## src/sv/awrps_pkg.sv

```systemverilog
// Package for the age/weight ratio priority selector.
// Holds action and status codes, the controller state type and command structs.
`default_nettype none
package awrps_pkg;
  localparam int unsigned ActW  = 2;
  localparam int unsigned IdW   = 32;
  localparam int unsigned AgeW  = 16;
  localparam int unsigned WtW   = 16;
  localparam int unsigned KindW = 3;
  localparam int unsigned RatW  = 16;
  localparam int unsigned BalW  = 18;
  localparam int unsigned StW   = 2;

  localparam logic [ActW-1:0] ActInsert = 2'd0;
  localparam logic [ActW-1:0] ActRemove = 2'd1;
  localparam logic [ActW-1:0] ActPop    = 2'd2;
  // Spare code: the request changes nothing and reports ok.
  localparam logic [ActW-1:0] ActNone   = 2'd3;

  localparam logic [StW-1:0] StOk       = 2'd0;
  localparam logic [StW-1:0] StEmpty    = 2'd1;
  localparam logic [StW-1:0] StFull     = 2'd2;
  localparam logic [StW-1:0] StNotFound = 2'd3;

  localparam logic CfgAgeRatio    = 1'b0;
  localparam logic CfgWeightRatio = 1'b1;

  typedef enum logic [2:0] {
    S_IDLE, S_SCAN, S_WAIT, S_FINISH, S_OUT
  } state_e;

  typedef struct packed {
    logic start;   // load request and clear scan pointer
    logic step;    // issue read of next slot
    logic finish;  // commit result
  } cmd_t;

  typedef struct packed {
    logic last;    // last slot address has been issued
  } sts_t;

  typedef struct packed {
    logic [IdW-1:0]   id;
    logic [AgeW-1:0]  age;
    logic [WtW-1:0]   weight;
    logic [KindW-1:0] kind;
  } entry_t;
endpackage
`default_nettype wire

```

## src/sv/awrps_dp.sv

```systemverilog
// Datapath for the selector: entry memory, valid bits, scan comparator, balance.
// Depends on awrps_pkg.
`default_nettype none
module awrps_dp #(
  parameter int unsigned CAPACITY = 64,
  parameter int unsigned AW = (CAPACITY > 1) ? $clog2(CAPACITY) : 1,
  parameter int unsigned CW = $clog2(CAPACITY + 1)
) (
  input  wire logic                        clk_i,
  input  wire logic                        rst_ni,
  input  wire awrps_pkg::cmd_t             cmd_i,
  output awrps_pkg::sts_t                  sts_o,
  input  wire logic                        cfg_we_i,
  input  wire logic                        cfg_idx_i,
  input  wire logic [awrps_pkg::RatW-1:0]  cfg_data_i,
  input  wire logic [awrps_pkg::ActW-1:0]  action_i,
  input  wire awrps_pkg::entry_t           entry_i,
  output logic [awrps_pkg::StW-1:0]        status_o,
  output logic [awrps_pkg::IdW-1:0]        picked_id_o,
  output logic [awrps_pkg::AgeW-1:0]       picked_age_o,
  output logic [awrps_pkg::WtW-1:0]        picked_weight_o,
  output logic                             picked_by_weight_o,
  output logic [CW-1:0]                    occupancy_o
);
  awrps_pkg::entry_t mem [CAPACITY];
  awrps_pkg::entry_t rd_q;
  logic [CAPACITY-1:0] vld_q;
  logic [AW-1:0] ptr_q, rd_addr_q, best_q;
  logic rd_ok_q, found_q, bw_q;
  awrps_pkg::entry_t best_e_q, req_q;
  logic [awrps_pkg::ActW-1:0] act_q;
  logic [awrps_pkg::RatW-1:0] ar_q, wr_q;
  logic signed [awrps_pkg::BalW-1:0] bal_q;
  logic [CW-1:0] cnt_q;

  assign sts_o.last = (ptr_q == AW'(CAPACITY - 1));

  // Memory read and write.
  always_ff @(posedge clk_i) begin
    rd_q <= mem[ptr_q];
    if (cmd_i.finish && act_q == awrps_pkg::ActInsert && found_q) mem[best_q] <= req_q;
  end

  always_ff @(posedge clk_i or negedge rst_ni) begin
    if (!rst_ni) begin
      ar_q <= awrps_pkg::RatW'(1);
      wr_q <= awrps_pkg::RatW'(1);
    end else if (cfg_we_i) begin
      if (cfg_idx_i == awrps_pkg::CfgAgeRatio) ar_q <= cfg_data_i;
      else wr_q <= cfg_data_i;
    end
  end

  // Candidate precedence against the current best.
  logic [awrps_pkg::AgeW-1:0] ca1, cb1, ca2, cb2;
  logic better, is_match;
  always_comb begin
    ca1 = bw_q ? rd_q.weight : rd_q.age;
    cb1 = bw_q ? best_e_q.weight : best_e_q.age;
    ca2 = bw_q ? rd_q.age : rd_q.weight;
    cb2 = bw_q ? best_e_q.age : best_e_q.weight;
    if (ca1 != cb1) better = ca1 < cb1;
    else if (ca2 != cb2) better = ca2 < cb2;
    else if (rd_q.kind != best_e_q.kind) better = rd_q.kind > best_e_q.kind;
    else better = rd_q.id < best_e_q.id;
    is_match = rd_q.id == req_q.id;
  end

  logic slot_v;
  assign slot_v = vld_q[rd_addr_q];

  // A pop that found an entry reports it; every other request reports zeros.
  logic pop_hit;
  assign pop_hit = (act_q == awrps_pkg::ActPop) && found_q;

  always_ff @(posedge clk_i or negedge rst_ni) begin
    if (!rst_ni) begin
      vld_q <= '0; ptr_q <= '0; rd_addr_q <= '0; rd_ok_q <= 1'b0;
      found_q <= 1'b0; bw_q <= 1'b0; bal_q <= '0; cnt_q <= '0;
      act_q <= awrps_pkg::ActInsert; best_q <= '0;
      status_o <= awrps_pkg::StOk; picked_id_o <= '0; picked_age_o <= '0;
      picked_weight_o <= '0; picked_by_weight_o <= 1'b0;
    end else begin
      rd_addr_q <= ptr_q;
      rd_ok_q   <= cmd_i.step;
      if (cmd_i.start) begin
        ptr_q   <= '0;
        found_q <= 1'b0;
        act_q   <= action_i;
        if (bal_q > 0) bw_q <= 1'b1;
        else if (bal_q < 0) bw_q <= 1'b0;
        else bw_q <= ar_q <= wr_q;
      end else if (cmd_i.step && !sts_o.last) begin
        ptr_q <= ptr_q + AW'(1);
      end
      if (rd_ok_q) begin
        case (act_q)
          awrps_pkg::ActInsert:
            if (!slot_v && !found_q) begin found_q <= 1'b1; best_q <= rd_addr_q; end
          awrps_pkg::ActRemove:
            if (slot_v && !found_q && is_match) begin
              found_q <= 1'b1; best_q <= rd_addr_q;
            end
          awrps_pkg::ActPop:
            if (slot_v && (!found_q || better)) begin
              found_q <= 1'b1; best_q <= rd_addr_q;
            end
          default: ;
        endcase
      end
      if (cmd_i.finish) begin
        picked_id_o        <= pop_hit ? best_e_q.id : '0;
        picked_age_o       <= pop_hit ? best_e_q.age : '0;
        picked_weight_o    <= pop_hit ? best_e_q.weight : '0;
        picked_by_weight_o <= pop_hit && bw_q;
        case (act_q)
          awrps_pkg::ActInsert: begin
            status_o <= found_q ? awrps_pkg::StOk : awrps_pkg::StFull;
            if (found_q) begin vld_q[best_q] <= 1'b1; cnt_q <= cnt_q + CW'(1); end
          end
          awrps_pkg::ActRemove: begin
            status_o <= found_q ? awrps_pkg::StOk : awrps_pkg::StNotFound;
            if (found_q) begin vld_q[best_q] <= 1'b0; cnt_q <= cnt_q - CW'(1); end
          end
          awrps_pkg::ActPop: begin
            status_o <= found_q ? awrps_pkg::StOk : awrps_pkg::StEmpty;
            if (found_q) begin
              vld_q[best_q] <= 1'b0; cnt_q <= cnt_q - CW'(1);
              if (bw_q) bal_q <= bal_q - $signed({2'b00, ar_q});
              else bal_q <= bal_q + $signed({2'b00, wr_q});
            end
          end
          default: status_o <= awrps_pkg::StOk;
        endcase
      end
    end
  end

  // Payload registers: request and best candidate.
  always_ff @(posedge clk_i) begin
    if (cmd_i.start) req_q <= entry_i;
    if (rd_ok_q && act_q == awrps_pkg::ActPop && slot_v && (!found_q || better))
      best_e_q <= rd_q;
  end

  assign occupancy_o = cnt_q;

  a_cnt_bound: assert property (@(posedge clk_i) disable iff (!rst_ni)
    cnt_q <= CW'(CAPACITY)) else $error("occupancy overflow");
  a_cnt_matches: assert property (@(posedge clk_i) disable iff (!rst_ni)
    cnt_q == CW'($countones(vld_q))) else $error("count and valid bits disagree");
  a_fin_once: assert property (@(posedge clk_i) disable iff (!rst_ni)
    cmd_i.finish |=> !cmd_i.finish) else $error("double commit");
endmodule
`default_nettype wire
```

## config.mk

```make
export PLATFORM = sky130hd
export DESIGN_NAME = awrps_dp
export DESIGN_NICKNAME = d
export VERILOG_FILES = /design/src/sv/awrps_pkg.sv /design/src/sv/awrps_dp.sv
export SDC_FILE = /design/constraint.sdc
export NUM_CORES = 2
export LEC_CHECK = 0
export BUFFER_PORTS_ARGS = -buffer_cell sky130_fd_sc_hd__buf_2
export CORE_MARGIN = 2
export CORE_UTILIZATION = 50
export CTS_BUF_LIST = sky130_fd_sc_hd__clkbuf_8
export DETAILED_ROUTE_END_ITERATION = 7
export PLACE_DENSITY = 0.72
export RECOVER_POWER = 50
export SLEW_MARGIN = 20
export SYNTH_ARGS = -nofsm -noshare
export SYNTH_HDL_FRONTEND = slang
export SYNTH_MEMORY_MAX_BITS = 65536
export SYNTH_SLANG_ARGS = --single-unit
export TNS_END_PERCENT = 5
```

## constraint.sdc

```tcl
create_clock -name clk_i -period 5.85 [get_ports clk_i]
set_input_delay 1.17 -clock clk_i [delete_from_list [all_inputs] [get_ports clk_i]]
set_output_delay 1.17 -clock clk_i [all_outputs]
set_load 0.01 [all_outputs]
```

==> metrics.txt <==
outcome complete, but fails checks; failing checks capacitance limit, slew limit; Slew Limit Fails 4329; crit path DAT 6.23 ns; Post-Route WL 470 mm; Synth Warn # 0; Die ar. 366000 um2; Most common cell on crit path nor3_1; CP Class reg2reg; pre-CTS WS 0.766 ns; Post-Syn Area 181000 um2; Detail Route Antenna Nets 0; post-route cell area 203000 um2; final number of setup-violating endpoints 0; die width 605 um; Post-layout nets 8647; CTS Buffer Depth 4; Setup Skew 0.0928 ns; P&R area growth vs syn 12.4%; Final Power 69.7 mW; Max stage delay on crit path 1.89 ns; Reg2Reg Setup Slack 0.75 ns; CTS tree done; fin util 0.565; Ports 167; share of layout cells above drive strength 1 0.316; fin crit period 5.10 ns; FFs w/ async S/R, synth 0.0449; gr usage total 0.257; Cell Area, Placed 190000 um2; Multi-input gate area 39700 um2; WHS 0.106 ns; total CTS buffers 725; Slowest-stage cell, CP clkbuf_1; routed vias 87800; slew margin rel. -2.04; Clk Latency, worst-skew pair 1.26 ns; number of global-route vias before repair 88500; die height 605 um; Avg Inst Size Synth 23.6 um2; Net Count, Synth 7862; placement row count 220; Iteration-0 DRC Markers 12800; Leak 64.0 nW; Slew @ Worst Pin 4.55 ns; Seq/Total Area, Yosys 0.771; Worst Path Buf+Inv 1; setup slack after layout 0.746 ns; power density over the cells 343 nW/um2; Post-CTS Setup Bufs 0; DRT Pass-1 Iters 8; Final period util 0.873; Non-Filler Instances 13800; Initial Util 0.503; critical path's top delay family buffers and inverters; H-tree Lvls 6; GPL Wtd Cong 0.841; post-synth top area share 0.735; DR DRC count 0; Root Buffer clkbuf_8; Worst setup SP type flop; crit path cell chain clkbuf_1 > xnor2_1 > nand4_1 > nor3_1 > nand3_1 > nor3_1 > o211ai_2 > a211oi_4 > mux2_4; largest net degree at the start of global routing 113; CP Max Fanout 65; predominant post-synthesis flop cell edfxtp_1; synth unique cells 70; Max VDD drop 0.231 mV; drt wl/cell 34.0 um; Yosys reg bits 4700; Hold Path Class in2reg; PortBufs 166; hpwl dp 258 mm; RSZ-0062 raised after global routing false; WP data required 6.97 ns; Cells after DPL 12500; Reg clk slew, reported paths 0.06 ns; area leader, netlist edfxtp_1; setup TNS 0 ns; grt total ovfl 0; CP Capture Type flop; vias per cell 6.35; fmax 196 MHz; Hold Fails Final Rpt 0; synthesized instance count 7658; Synth area leaders edfxtp_1 (73%), mux4_2 (18%), dfrtp_1 (2.9%); clk sink count 4700; initial antenna violation count 21; register area 139000 um2; Filler cells 25700; core area 359000 um2; max_cap viols 68; number of synthesized flops with an enable pin 4422; global-route wire length before repair 664 mm
cell type report:
type                            count  area share
Sequential cell                  4700       0.686
Antenna cell                       25    0.000308
Timing Repair Buffer              458      0.0203
Multi-Input combinational cell   2424       0.195
Inverter                          134     0.00248
Clock inverter                    549      0.0145
Tap cell                         4773      0.0294
Clock buffer                      758      0.0513
synthesized netlist by cell type, drive strengths merged (12+ instances only):
cell type and number:
ha 110, nand3 15, edfxtp 4422, o22ai 34
or2 13, buf 108, dfxtp 67, dfrtp 209
nor2b 16, o21ai 150, a21oi 52, a21o 17
nor3 20, inv 134, nand4 24, nand2 90
o31ai 66, mux2i 38, nor2 109, mux2 74
xnor2 54, mux4 1422, clkbuf 291, xor2 12
power by group:
group | switching [mW] | internal, mW
combinational | 3.50 | 2.70
clock | 12.8 | 12.7
sequential | 0.454 | 37.5
state kept, by name, indices dropped and copies added (netlist names), 2 cells and up, named ones only:
register	flops
ptr_q	6
best_e_q	67
picked_age_o	16
occupancy_o	7
picked_weight_o	16
wr_q	16
rd_q	67
bal_q	18
status_o	2
best_q	6
mem	4288
picked_id_o	32
act_q	2
rd_addr_q	6
req_q	67
ar_q	16
worst paths after layout:
| path | startpoint | end | cells past startpoint |
|---|---|---|---|
| setup / recovery | req_q[54]$_DFFE_PP_ | best_q[2]$_DFFE_PN0P_ | 9 |
| hold / removal | entry_i[28] | req_q[28]$_DFFE_PP_ | 1 |
| setup reg to reg | req_q[54]$_DFFE_PP_ | best_q[2]$_DFFE_PN0P_ | 9 |
| hold reg to reg | rd_q[33]$_DFF_P_ | best_e_q[33]$_DFFE_PP_ | 0 |
| max in group asynchronous | rst_ni | bw_q$_DFFE_PN0P_ | 2 |
| min in group asynchronous | rst_ni | occupancy_o[1]$_DFFE_PN0P_ | 2 |
placed cells by master (no fill, tap or decap), types with 12 or more instances in the layout:
cell type and count:
nor2b_1 16, mux4_2 1414, clkbuf_1 74, clkbuf_8 758, clkinv_2 55, inv_8 17, diode_2 25, or2_2 13
nand4_1 24, a21o_1 17, nand2_1 89, nand3_1 14, o22ai_1 34, xor2_1 12, buf_12 107, buf_4 118
nor2_1 45, o31ai_1 66, mux2_2 68, nor2_4 64, dfxtp_1 67, bufinv_16 13, clkinv_1 170, nor3_1 19
a21oi_1 52, mux2i_1 38, ha_1 109, edfxtp_1 4422, xnor2_1 54, dfrtp_1 204, buf_2 155, o21ai_0 147
inv_1 388
worst register-to-register path: cells and delay by family (launching register included):
family | cells | cell delay (ns)
compound gates | 2 | 0.70
simple gates | 4 | 1.36
buf+inv | 1 | 1.89
xor+xnor | 1 | 0.38
mux | 1 | 0.36
flops | 1 | 0.32
cells by family (layout without fill, tap and decap cells):
| group | count (synthesis) | after routing | share of synthesized area |
|---|---|---|---|
| AOI/OAI and AO/OA | 367 | 367 | 0.0126 |
| xor gates and xnor gates | 66 | 66 | 0.00320 |
| adders and majority gates | 112 | 112 | 0.00783 |
| buffers and inverters | 534 | 1899 | 0.0119 |
| DFF | 4700 | 4700 | 0.771 |
| muxes | 1534 | 1534 | 0.184 |
| other | 0 | 25 | 0 |
| and+or+nand+nor | 345 | 345 | 0.00920 |
layer usage:
layer,up-vias,GRT usage,share of wire
met2,5477,0.411,0.48
met1,47000,0.354,0.37
met5,-,0,0.000051
met3,829,0.0505,0.10
met4,4,0.101,0.042
li1,34400,-,-
repair_timing:
action,4_1_cts,5_1_grt
endpoints found under the hold margin,8,0
gates resized for setup,0,0
hold buffers,1,0
endpoints found under the setup margin,0,0
No activity file was read; power rests on OpenSTA's default activity.
