<file path="config.mk">
export PLATFORM = sky130hd
export DESIGN_NAME = awrps_ctrl
export DESIGN_NICKNAME = d
export VERILOG_FILES = /design/src/sv/awrps_pkg.sv /design/src/sv/awrps_ctrl.sv
export SDC_FILE = /design/constraint.sdc
export NUM_CORES = 1
export LEC_CHECK = 0
export ABC_CLOCK_PERIOD_IN_PS = 1350
export BUFFER_PORTS_ARGS = -buffer_cell sky130_fd_sc_hd__buf_4
export CORE_AREA = 2 2 39 41
export CTS_CLUSTER_SIZE = 12
export DETAILED_ROUTE_END_ITERATION = 10
export DIE_AREA = 0 0 41 43
export GPL_TIMING_DRIVEN = 1
export PLACE_DENSITY_LB_ADDON = 0.12
export SYNTH_ARGS = -nofsm -noshare
export SYNTH_HDL_FRONTEND = slang
export SYNTH_SLANG_ARGS = --single-unit
</file>
<file path="constraint.sdc">
create_clock -name clk_i -period 1.35 [get_ports clk_i]
set_input_delay 0.27 -clock clk_i [delete_from_list [all_inputs] [get_ports clk_i]]
set_output_delay 0.27 -clock clk_i [all_outputs]
set_load 0.01 [all_outputs]
</file>
<file path="src/sv/awrps_pkg.sv">
// Package for the age/weight ratio priority selector.
// Holds action and status codes, the controller state type and command structs.
`default_nettype none
package awrps_pkg;
  localparam int unsigned ActW  = 2;
  localparam int unsigned IdW   = 32;
  localparam int unsigned AgeW  = 16;
  localparam int unsigned WtW   = 16;
  localparam int unsigned KindW = 3;
  localparam int unsigned RatW  = 16;
  localparam int unsigned BalW  = 18;
  localparam int unsigned StW   = 2;

  localparam logic [ActW-1:0] ActInsert = 2'd0;
  localparam logic [ActW-1:0] ActRemove = 2'd1;
  localparam logic [ActW-1:0] ActPop    = 2'd2;
  // Spare code: the request changes nothing and reports ok.
  localparam logic [ActW-1:0] ActNone   = 2'd3;

  localparam logic [StW-1:0] StOk       = 2'd0;
  localparam logic [StW-1:0] StEmpty    = 2'd1;
  localparam logic [StW-1:0] StFull     = 2'd2;
  localparam logic [StW-1:0] StNotFound = 2'd3;

  localparam logic CfgAgeRatio    = 1'b0;
  localparam logic CfgWeightRatio = 1'b1;

  typedef enum logic [2:0] {
    S_IDLE, S_SCAN, S_WAIT, S_FINISH, S_OUT
  } state_e;

  typedef struct packed {
    logic start;   // load request and clear scan pointer
    logic step;    // issue read of next slot
    logic finish;  // commit result
  } cmd_t;

  typedef struct packed {
    logic last;    // last slot address has been issued
  } sts_t;

  typedef struct packed {
    logic [IdW-1:0]   id;
    logic [AgeW-1:0]  age;
    logic [WtW-1:0]   weight;
    logic [KindW-1:0] kind;
  } entry_t;
endpackage
`default_nettype wire

</file>
<file path="src/sv/awrps_ctrl.sv">
// Controller for the selector: sequences one scan over all slots per request.
// Depends on awrps_pkg.
`default_nettype none
module awrps_ctrl (
  input  wire logic            clk_i,
  input  wire logic            rst_ni,
  input  wire logic            in_valid_i,
  output logic                 in_stall_o,
  output logic                 out_valid_o,
  input  wire logic            out_stall_i,
  input  wire awrps_pkg::sts_t sts_i,
  output awrps_pkg::cmd_t      cmd_o
);
  awrps_pkg::state_e state_q, state_d;

  always_ff @(posedge clk_i or negedge rst_ni) begin
    if (!rst_ni) begin
      state_q <= awrps_pkg::S_IDLE;
    end else begin
      state_q <= state_d;
    end
  end

  always_comb begin
    state_d     = state_q;
    cmd_o       = '0;
    in_stall_o  = 1'b1;
    out_valid_o = 1'b0;
    case (state_q)
      awrps_pkg::S_IDLE: begin
        in_stall_o = 1'b0;
        if (in_valid_i) begin
          cmd_o.start = 1'b1;
          state_d = awrps_pkg::S_SCAN;
        end
      end
      awrps_pkg::S_SCAN: begin
        cmd_o.step = 1'b1;
        if (sts_i.last) state_d = awrps_pkg::S_WAIT;
      end
      awrps_pkg::S_WAIT: state_d = awrps_pkg::S_FINISH;
      awrps_pkg::S_FINISH: begin
        cmd_o.finish = 1'b1;
        state_d = awrps_pkg::S_OUT;
      end
      awrps_pkg::S_OUT: begin
        out_valid_o = 1'b1;
        in_stall_o  = out_stall_i;
        if (!out_stall_i) begin
          if (in_valid_i) begin
            cmd_o.start = 1'b1;
            state_d = awrps_pkg::S_SCAN;
          end else begin
            state_d = awrps_pkg::S_IDLE;
          end
        end
      end
      default: state_d = awrps_pkg::S_IDLE;
    endcase
  end

  a_out_only_in_out: assert property (@(posedge clk_i) disable iff (!rst_ni)
    out_valid_o |-> state_q == awrps_pkg::S_OUT) else $error("valid outside output state");
  a_finish_then_out: assert property (@(posedge clk_i) disable iff (!rst_ni)
    cmd_o.finish |=> out_valid_o) else $error("result not shown after finish");
  a_start_scans: assert property (@(posedge clk_i) disable iff (!rst_ni)
    cmd_o.start |=> state_q == awrps_pkg::S_SCAN) else $error("start did not scan");
endmodule
`default_nettype wire

</file>
==> results of run 1 <==
power by group through the flow:
stage | logic, mW | clock network [mW] | registers (mW)
floorplan | 0.178 | 0 | 0.179
global placement | 0.315 | 0 | 0.196
detailed placement | 0.312 | 0 | 0.196
CTS | 0.384 | 0.163 | 0.206
global route | 0.515 | 0.171 | 0.210
finish | 0.471 | 0.159 | 0.203
stage by stage:
step | std cells | worst slack, ns | setup TNS [ns] | instance area (um2)
final | 57 | 0.00709 | 0 | 359
after detailed placement | 46 | 0.141 | 0 | 260
after floorplan | 21 | 0.281 | 0 | 173
after CTS | 54 | -0.0299 | -0.0567 | 330
after global routing | 57 | -0.0466 | -0.135 | 359
after global placement | 46 | 0.146 | 0 | 260
worst max-delay path: cells and delay by family, from the launching register on:
kind | cells | cell delay, ns
buf+inv | 2 | 0.29
simple gates | 2 | 0.11
flops | 1 | 0.43
per-layer routing:
| metal | track usage (%) | part of all wire, % |
|---|---|---|
| met3 | 1.57 | 6.0 |
| met2 | 7.81 | 59 |
| met5 | 0 | 0 |
| met4 | 8.00 | 0 |
| met1 | 6.17 | 35 |
placed cells by master (no fill, tap or decap):
master / n
or3_1: 1
nand2b_1: 1
nor4b_1: 1
nor3_1: 2
inv_1: 1
clkbuf_1: 1
dlygate4sd3_1: 1
dfrtp_2: 2
nand3_1: 1
buf_4: 15
nor2_2: 1
nand2b_4: 1
a21oi_1: 1
dfrtp_1: 1
clkbuf_4: 3
a31o_1: 1
nor2_1: 2
nand2_1: 2
nor2_4: 1
and3_1: 1
and2_1: 1
cell families (layout without fill, tap and decap cells):
kind of cell           after synthesis  after routing  synth area share, %
AOI/OAI and AO/OA                    2              2                 7.97
and+or+nand+nor                     15             15                 46.4
DFF                                  3              3                 43.5
buffers and inverters                1             21                 2.17
repair_timing:
action,4_1_cts,5_1_grt
setup buffers,3,3
pin swaps,3,3
resized for setup,4,2
hold endpoints to repair,3,0
endpoints found under the setup margin,5,4
hold buffers,1,0
final cells by class:
class	instances	share of cell area, %
Clock buffer	4	7.32
Inverter	1	1.05
Multi-Input combinational cell	17	30.3
Sequential cell	3	21.6
Tap cell	16	5.57
Timing Repair Buffer	16	34.1
worst paths after layout:
kind | startpoint | end | slack (ns)
setup / recovery | state_q[0] | cmd_o[1] | 0.007
hold / removal | out_stall_i | state_q[2] | 0.31
setup reg to reg | state_q[0] | state_q[0] | 0.17
hold reg to reg | state_q[2] | state_q[1] | 0.48
max in group asynchronous | rst_ni | state_q[1] | 0.89
min in group asynchronous | rst_ni | state_q[0] | 0.36
==> summary.md, run 1 <==
| Metric | Value |
|---|---|
| Initial antenna violation count | `0` |
| Switching Fraction | `between 30 and 40%` |
| Routed WL | `502 um` |
| Relative slew slack | `a little under nine tenths` |
| Critical path class | `register to output pin` |
| ANT nets after route | `0` |
| Dominant cell type by area after synthesis | `dfrtp_1` |
| Startpoint Class | `register` |
| Net Sw Power | `0.302 mW` |
| Sequential Power Share | `between 20% and 30%` |
| Crit path cell chain | `buf_4 -> nand2b_4 -> nor2_1 -> buf_4` |
| Core area | `roughly 1400 um2` |
| Die width | `roughly 41 um` |
| FF+latch area | `77.6 um2` |
| GRT Resource Usage Total | `5.94%` |
| Yosys reg bits | `3` |
| Clock buffer count from CTS | `3` |
| Worst vdd ir | `0.602 mV` |
| Max reg flops | `3` |
| Synth top area share | `between 40% and 50%` |
| Sequential fraction of the synthesis area | `43.5%` |
| Syn avg cell area | `8.22 um2` |
| Synthesized area | `173 um2` |
| Main synth FF type | `dfrtp_1` |
| Worst stage delay on the critical path | `0.43 ns` |
| Internal power | `0.531 mW` |
| Reg2reg path depth | `4` |
| Die area | `about 1800 um2` |
| Cells after Synth | `21` |
| Final worst path period need | `1.34 ns` |
| DP HPWL | `347 um` |
| Overall Power | `0.833 mW` |
| RSZ-0062 raised after global routing | `yes` |
| Wirelength per Cell | `around 8.8 um` |
| Drt pass-1 iters | `1` |
| Global-route wire length before repair | `648 um` |
| Worst hold path type | `primary input to register` |
| Setup violations, final | `0` |
| Post-synth EDFFs | `0` |
| Drc violations | `0` |
| GP Congestion | `slightly below 0.6` |
| Congestion Overflow GR | `0` |
| Vias | `between 200 and 250` |
| # rows | `14` |
| Gate power share | `56.6%` |
| Final Max Tran Viols | `0` |
| Most used cell, CP | `buf_4` |
| Area of the multi-input gates | `109 um2` |
| Power density over the cells | `2320 nW/um2` |
| Hold slack final | `0.314 ns` |
| CP Max Fanout | `5` |
| Yosys warning count | `0` |
| Finished Core Util | `between 20% and 30%` |
| Post-synth ARST share | `100%` |
| Initial DRC Count | `0` |
| Top reg by flops | `state_q` |
| Largest net degree at the start of global routing | `8` |
| Worst EP arrival | `1.07 ns` |
| Crit end category | `output pin` |
| Reg clk slew, reported paths | `0.04 ns` |
| Worst path slowest cell | `dfrtp_2` |
| Most instantiated library cell after synthesis | `nor2_1` |
| Root Buffer | `clkbuf_4` |
| Vias in the first global route | `184` |
| Distinct cells, synth | `14` |
| Number of diodes | `0` |
| Hold path depth | `2` |
| Ports | `10` |
| Worst path required time | `roughly 1.1 ns` |
| Hold Fails Final Rpt | `0` |
| Vias per cell | `3.89` |
| Clk_skew | `0.00626 ns` |
| Clock Power Share | `19.1%` |
| Clk buf depth | `2` |
| Initial Util | `12.5%` |
| Largest registers | `state_q (3)` |
| Area contributors post-synth | `dfrtp_1, nor2_1, nor3_1` |
| Max Cap Viol | `0` |
| Port buffer count | `9` |
| Clock latency on the worst-skew pair | `0.23 ns` |
| Post-route clock period utilization | `between 90% and 100%` |
| Status | `finished, final reports clean` |
| Final-stage net count | `47` |
| Syn Nets | `26` |
| Share of layout cells above drive strength 1 | `between 50% and 60%` |
| Die height | `43 um` |
| LEAKAGE | `0.174 nW` |
| Area growth syn-to-layout | `108%` |
| Fmax | `~0.74 GHz` |
| Clk sinks | `3` |
| Number of fill cells | `163` |
| Top cells by count, synth | `nor2_1, dfrtp_1, nand2_1, nor3_1` |
| Slew @ Worst Pin | `0.207 ns` |
| H-tree Lvls | `1` |
| CTS tree | `yes` |
Note: power is estimated with default switching activity, not from simulation.
==> inputs of run 2 (changes only) <==
--- a/config.mk
+++ b/config.mk
@@ -5,12 +5,13 @@
 export SDC_FILE = /design/constraint.sdc
 export NUM_CORES = 1
 export LEC_CHECK = 0
+export ABC_AREA = 1
 export ABC_CLOCK_PERIOD_IN_PS = 1350
-export BUFFER_PORTS_ARGS = -buffer_cell sky130_fd_sc_hd__buf_4
 export CORE_AREA = 2 2 39 41
 export CTS_CLUSTER_SIZE = 12
 export DETAILED_ROUTE_END_ITERATION = 10
 export DIE_AREA = 0 0 41 43
+export DONT_BUFFER_PORTS = 1
 export GPL_TIMING_DRIVEN = 1
 export PLACE_DENSITY_LB_ADDON = 0.12
 export SYNTH_ARGS = -nofsm -noshare
==> constraint.sdc (replaced) <==
create_clock -name clk_i -period 1.35 [get_ports clk_i]
set_input_delay 0.27 -clock clk_i [delete_from_list [all_inputs] [get_ports clk_i]]
set_output_delay 0.27 -clock clk_i [all_outputs]
set_load 0.005 [all_outputs]
==> summary.md, run 2 <==
| Metric | Value |
|---|---|
| Worst hold path type | `primary input to register (unchanged)` |
| Reg clk slew, reported paths | `0.04 ns (about the same)` |
| Main synth FF type | `dfrtp_1 (unchanged)` |
| Slew @ Worst Pin | `0.230 ns (was 0.207 ns)` |
| Die height | `43 um (unchanged)` |
| WL met2 | `229 um (was 296 um)` |
| RSZ-0062 raised after global routing | `no (was yes)` |
| Number of diodes | `0 (unchanged)` |
| Post-synth EDFFs | `0 (unchanged)` |
| LEAKAGE | `0.134 nW (was 0.174 nW)` |
| Wirelength per Cell | `8.98 um (was 8.81 um)` |
| CTS tree | `yes (unchanged)` |
| Most instantiated library cell after synthesis | `nand2_1 (was nor2_1)` |
| Synth top area share | `38.7% (was 43.5%)` |
| Initial antenna violation count | `0 (unchanged)` |
| Post-route clock period utilization | `95.5% (was 99.5%)` |
| DP HPWL | `361 um (was 347 um)` |
| Ports | `10 (unchanged)` |
| Clock buffer count from CTS | `3 (unchanged)` |
| Clock latency on the worst-skew pair | `0.23 ns (about the same)` |
| Switching Fraction | `45.8% (was 36.2%)` |
| Largest registers | `state_q (3) (unchanged)` |
| Met3 WL post-DR | `37 um (was 30 um)` |
| Internal power | `0.382 mW (was 0.531 mW)` |
| Die width | `41 um (unchanged)` |
| Setup violations, final | `0 (unchanged)` |
| Top layer in use | `met4 (was met3)` |
| Crit path cell chain | `buf_4 -> nor3_1 (was buf_4 -> nand2b_4 -> nor2_1 -> buf_4)` |
| Sequential Power Share | `29.1% (was 24.3%)` |
| FF+latch area | `75.1 um2 (was 77.6 um2)` |
| GP Congestion | `0.633 (was 0.583)` |
| CP Max Fanout | `3 (was 5)` |
| Yosys reg bits | `3 (unchanged)` |
| # rows | `14 (unchanged)` |
| Most common cell after layout, fill and taps aside | `nand2_1 (was buf_4)` |
| Power density over the cells | `2630 nW/um2 (was 2320 nW/um2)` |
| Number of fill cells | `157 (was 163)` |
| Root Buffer | `clkbuf_4 (unchanged)` |
| Worst stage delay on the critical path | `0.41 ns (was 0.43 ns)` |
| Post-synth ARST share | `100% (unchanged)` |
| Relative slew slack | `84.6% (was 86.0%)` |
| ANT nets after route | `0 (unchanged)` |
| Worst path slowest cell | `dfrtp_1 (was dfrtp_2)` |
| Final-stage net count | `41 (was 47)` |
| Clock Power Share | `22.6% (was 19.1%)` |
| Final Max Tran Viols | `0 (unchanged)` |
| Worst vdd ir | `0.661 mV (was 0.602 mV)` |
| Initial DRC Count | `0 (unchanged)` |
| Wire length on met1 | `176 um (was 175 um)` |
| Vias per cell | `3.84 (was 3.89)` |
| Port buffer count | `0 (was 9)` |
| Crit end category | `output pin (unchanged)` |
| Global-route wire length before repair | `669 um (was 648 um)` |
| Setup WS pre-CTS | `0.240 ns (was 0.141 ns)` |
| Drt pass-1 iters | `1 (unchanged)` |
| Max reg flops | `3 (unchanged)` |
| Overall Power | `0.705 mW (was 0.833 mW)` |
| Clk_skew | `0.00260 ns (was 0.00626 ns)` |
| Setup WS post-layout | `0.0603 ns (was 0.00709 ns)` |
| Sequential fraction of the synthesis area | `38.7% (was 43.5%)` |
| Core area | `1380 um2 (unchanged)` |
| Die area | `1760 um2 (unchanged)` |
| Drc violations | `0 (unchanged)` |
| Dominant cell type by area after synthesis | `dfrtp_1 (unchanged)` |
| Congestion Overflow GR | `0 (unchanged)` |
| Yosys warning count | `0 (unchanged)` |
| Vias | `196 (was 222)` |
| Critical path class | `register to output pin (unchanged)` |
| Synthesized area | `194 um2 (was 173 um2)` |
| Clk buf depth | `2 (unchanged)` |
| Area of the multi-input gates | `110 um2 (was 109 um2)` |
| Max Cap Viol | `0 (unchanged)` |
| GRT Resource Usage Total | `6.45% (was 5.94%)` |
| Net Sw Power | `0.323 mW (was 0.302 mW)` |
| Status | `finished, final reports clean (unchanged)` |
| Syn Nets | `34 (was 26)` |
| Startpoint Class | `register (unchanged)` |
| Worst path required time | `1.08 ns (about the same)` |
| Syn avg cell area | `6.69 um2 (was 8.22 um2)` |
| Initial Util | `14.0% (was 12.5%)` |
| Largest net degree at the start of global routing | `7 (was 8)` |
| Vias in the first global route | `191 (was 184)` |
| Area contributors post-synth | `dfrtp_1, nand2_1, nor2_1 (was dfrtp_1, nor2_1, nor3_1)` |
| Top cells by count, synth | `nand2_1, nor2_1, dfrtp_1, inv_1 (was nor2_1, dfrtp_1, nand2_1, nor3_1)` |
| H-tree Lvls | `1 (unchanged)` |
| Finished Core Util | `19.3% (was 25.9%)` |
| Final worst path period need | `1.29 ns (was 1.34 ns)` |
| Fmax | `0.775 GHz (was 0.745 GHz)` |
| Top reg by flops | `state_q (unchanged)` |
| Routed WL | `458 um (was 502 um)` |
| Most frequent cells in the layout | `nand2_1, inv_1, nor2_1, clkbuf_4, dfrtp_1 (was buf_4, clkbuf_4)` |
| Worst EP arrival | `1.02 ns (was 1.07 ns)` |
| Setup_tns | `0 ns (unchanged)` |
| Area growth syn-to-layout | `38.1% (was 108%)` |
| Clk sinks | `3 (unchanged)` |
| Cells after Synth | `29 (was 21)` |
| Distinct cells, synth | `12 (was 14)` |
| Hold Fails Final Rpt | `0 (unchanged)` |
| Gate power share | `48.4% (was 56.6%)` |
| Share of layout cells above drive strength 1 | `34.3% (was 56.1%)` |
run 2: changes by cell type after synthesis, moves of 2 or more:
cell     before  now
nor2_2        0    2
nand2_1       2    8
inv_2         0    2
inv_1         1    3
run 2: cell families (layout without fill, tap and decap cells):
| group | after synthesis | after routing | share of synthesized area [%] |
|---|---|---|---|
| flip-flops | 3 | 3 | 38.7 |
| buffers and inverters | 5 | 11 | 9.68 |
| AO/OA/AOI/OAI | 2 | 2 | 5.81 |
| AND/OR/NAND/NOR | 19 | 19 | 45.8 |
run 2: power groups by stage:
stage          clock [mW]  combinational (mW)  sequential [mW]
2_1_floorplan           0               0.258            0.186
3_5_place_dp            0               0.311            0.198
5_1_grt             0.176               0.392            0.210
4_1_cts             0.168               0.322            0.208
6_report            0.159               0.341            0.205
3_3_place_gp            0               0.315            0.201
run 2: cell type report:
class                      instances  area share [%]
clock buffer                       4            9.81
inverter                           5            7.01
multi-input combinational         21            41.1
sequential                         3            28.0
tap                               16            7.48
timing repair buffer               2            6.54
run 2: what timing repair did:
item                                    4_1_cts  5_1_grt
buffers inserted                              0        1
hold endpoints to repair                      3        0
endpoints found under the setup margin        1        1
resized for setup                             1        2
pin swaps                                     0        1
hold buffers                                  1        0
run 2: worst paths after layout:
check | endpoint | start | slack, ns | cells after the start
setup / recovery | cmd_o[1] | state_q[1] | 0.06 | 2
hold / removal | state_q[2] | out_stall_i | 0.24 | 2
setup reg to reg | state_q[0] | state_q[1] | 0.32 | 5
hold reg to reg | state_q[2] | state_q[2] | 0.61 | 1
max in group asynchronous | state_q[2] | rst_ni | 0.92 | 1
min in group asynchronous | state_q[0] | rst_ni | 0.28 | 1
run 2: routing by layer:
layer / track usage [%] / up-vias
met2: 9.06 / 8
met1: 5.19 / 85
met3: 2.09 / 2
met5: 0 / -
met4: 10.0 / 0
li1: - / 101
run 2: metrics by stage:
step / hold WS (ns) / instance area (um2) / instances
final: 0.240 / 268 / 51
after global routing: 0.248 / 268 / 51
after CTS: 0.230 / 255 / 50
after detailed placement: -0.0255 / 214 / 45
after global placement: -0.0255 / 214 / 45
after floorplan: -0.0256 / 194 / 29
run 2: critical path: cells and delay by family, from the launching register on:
kind | cells | cell delay (ns)
buf+inv | 1 | 0.15
flops | 1 | 0.41
simple gates | 1 | 0.22
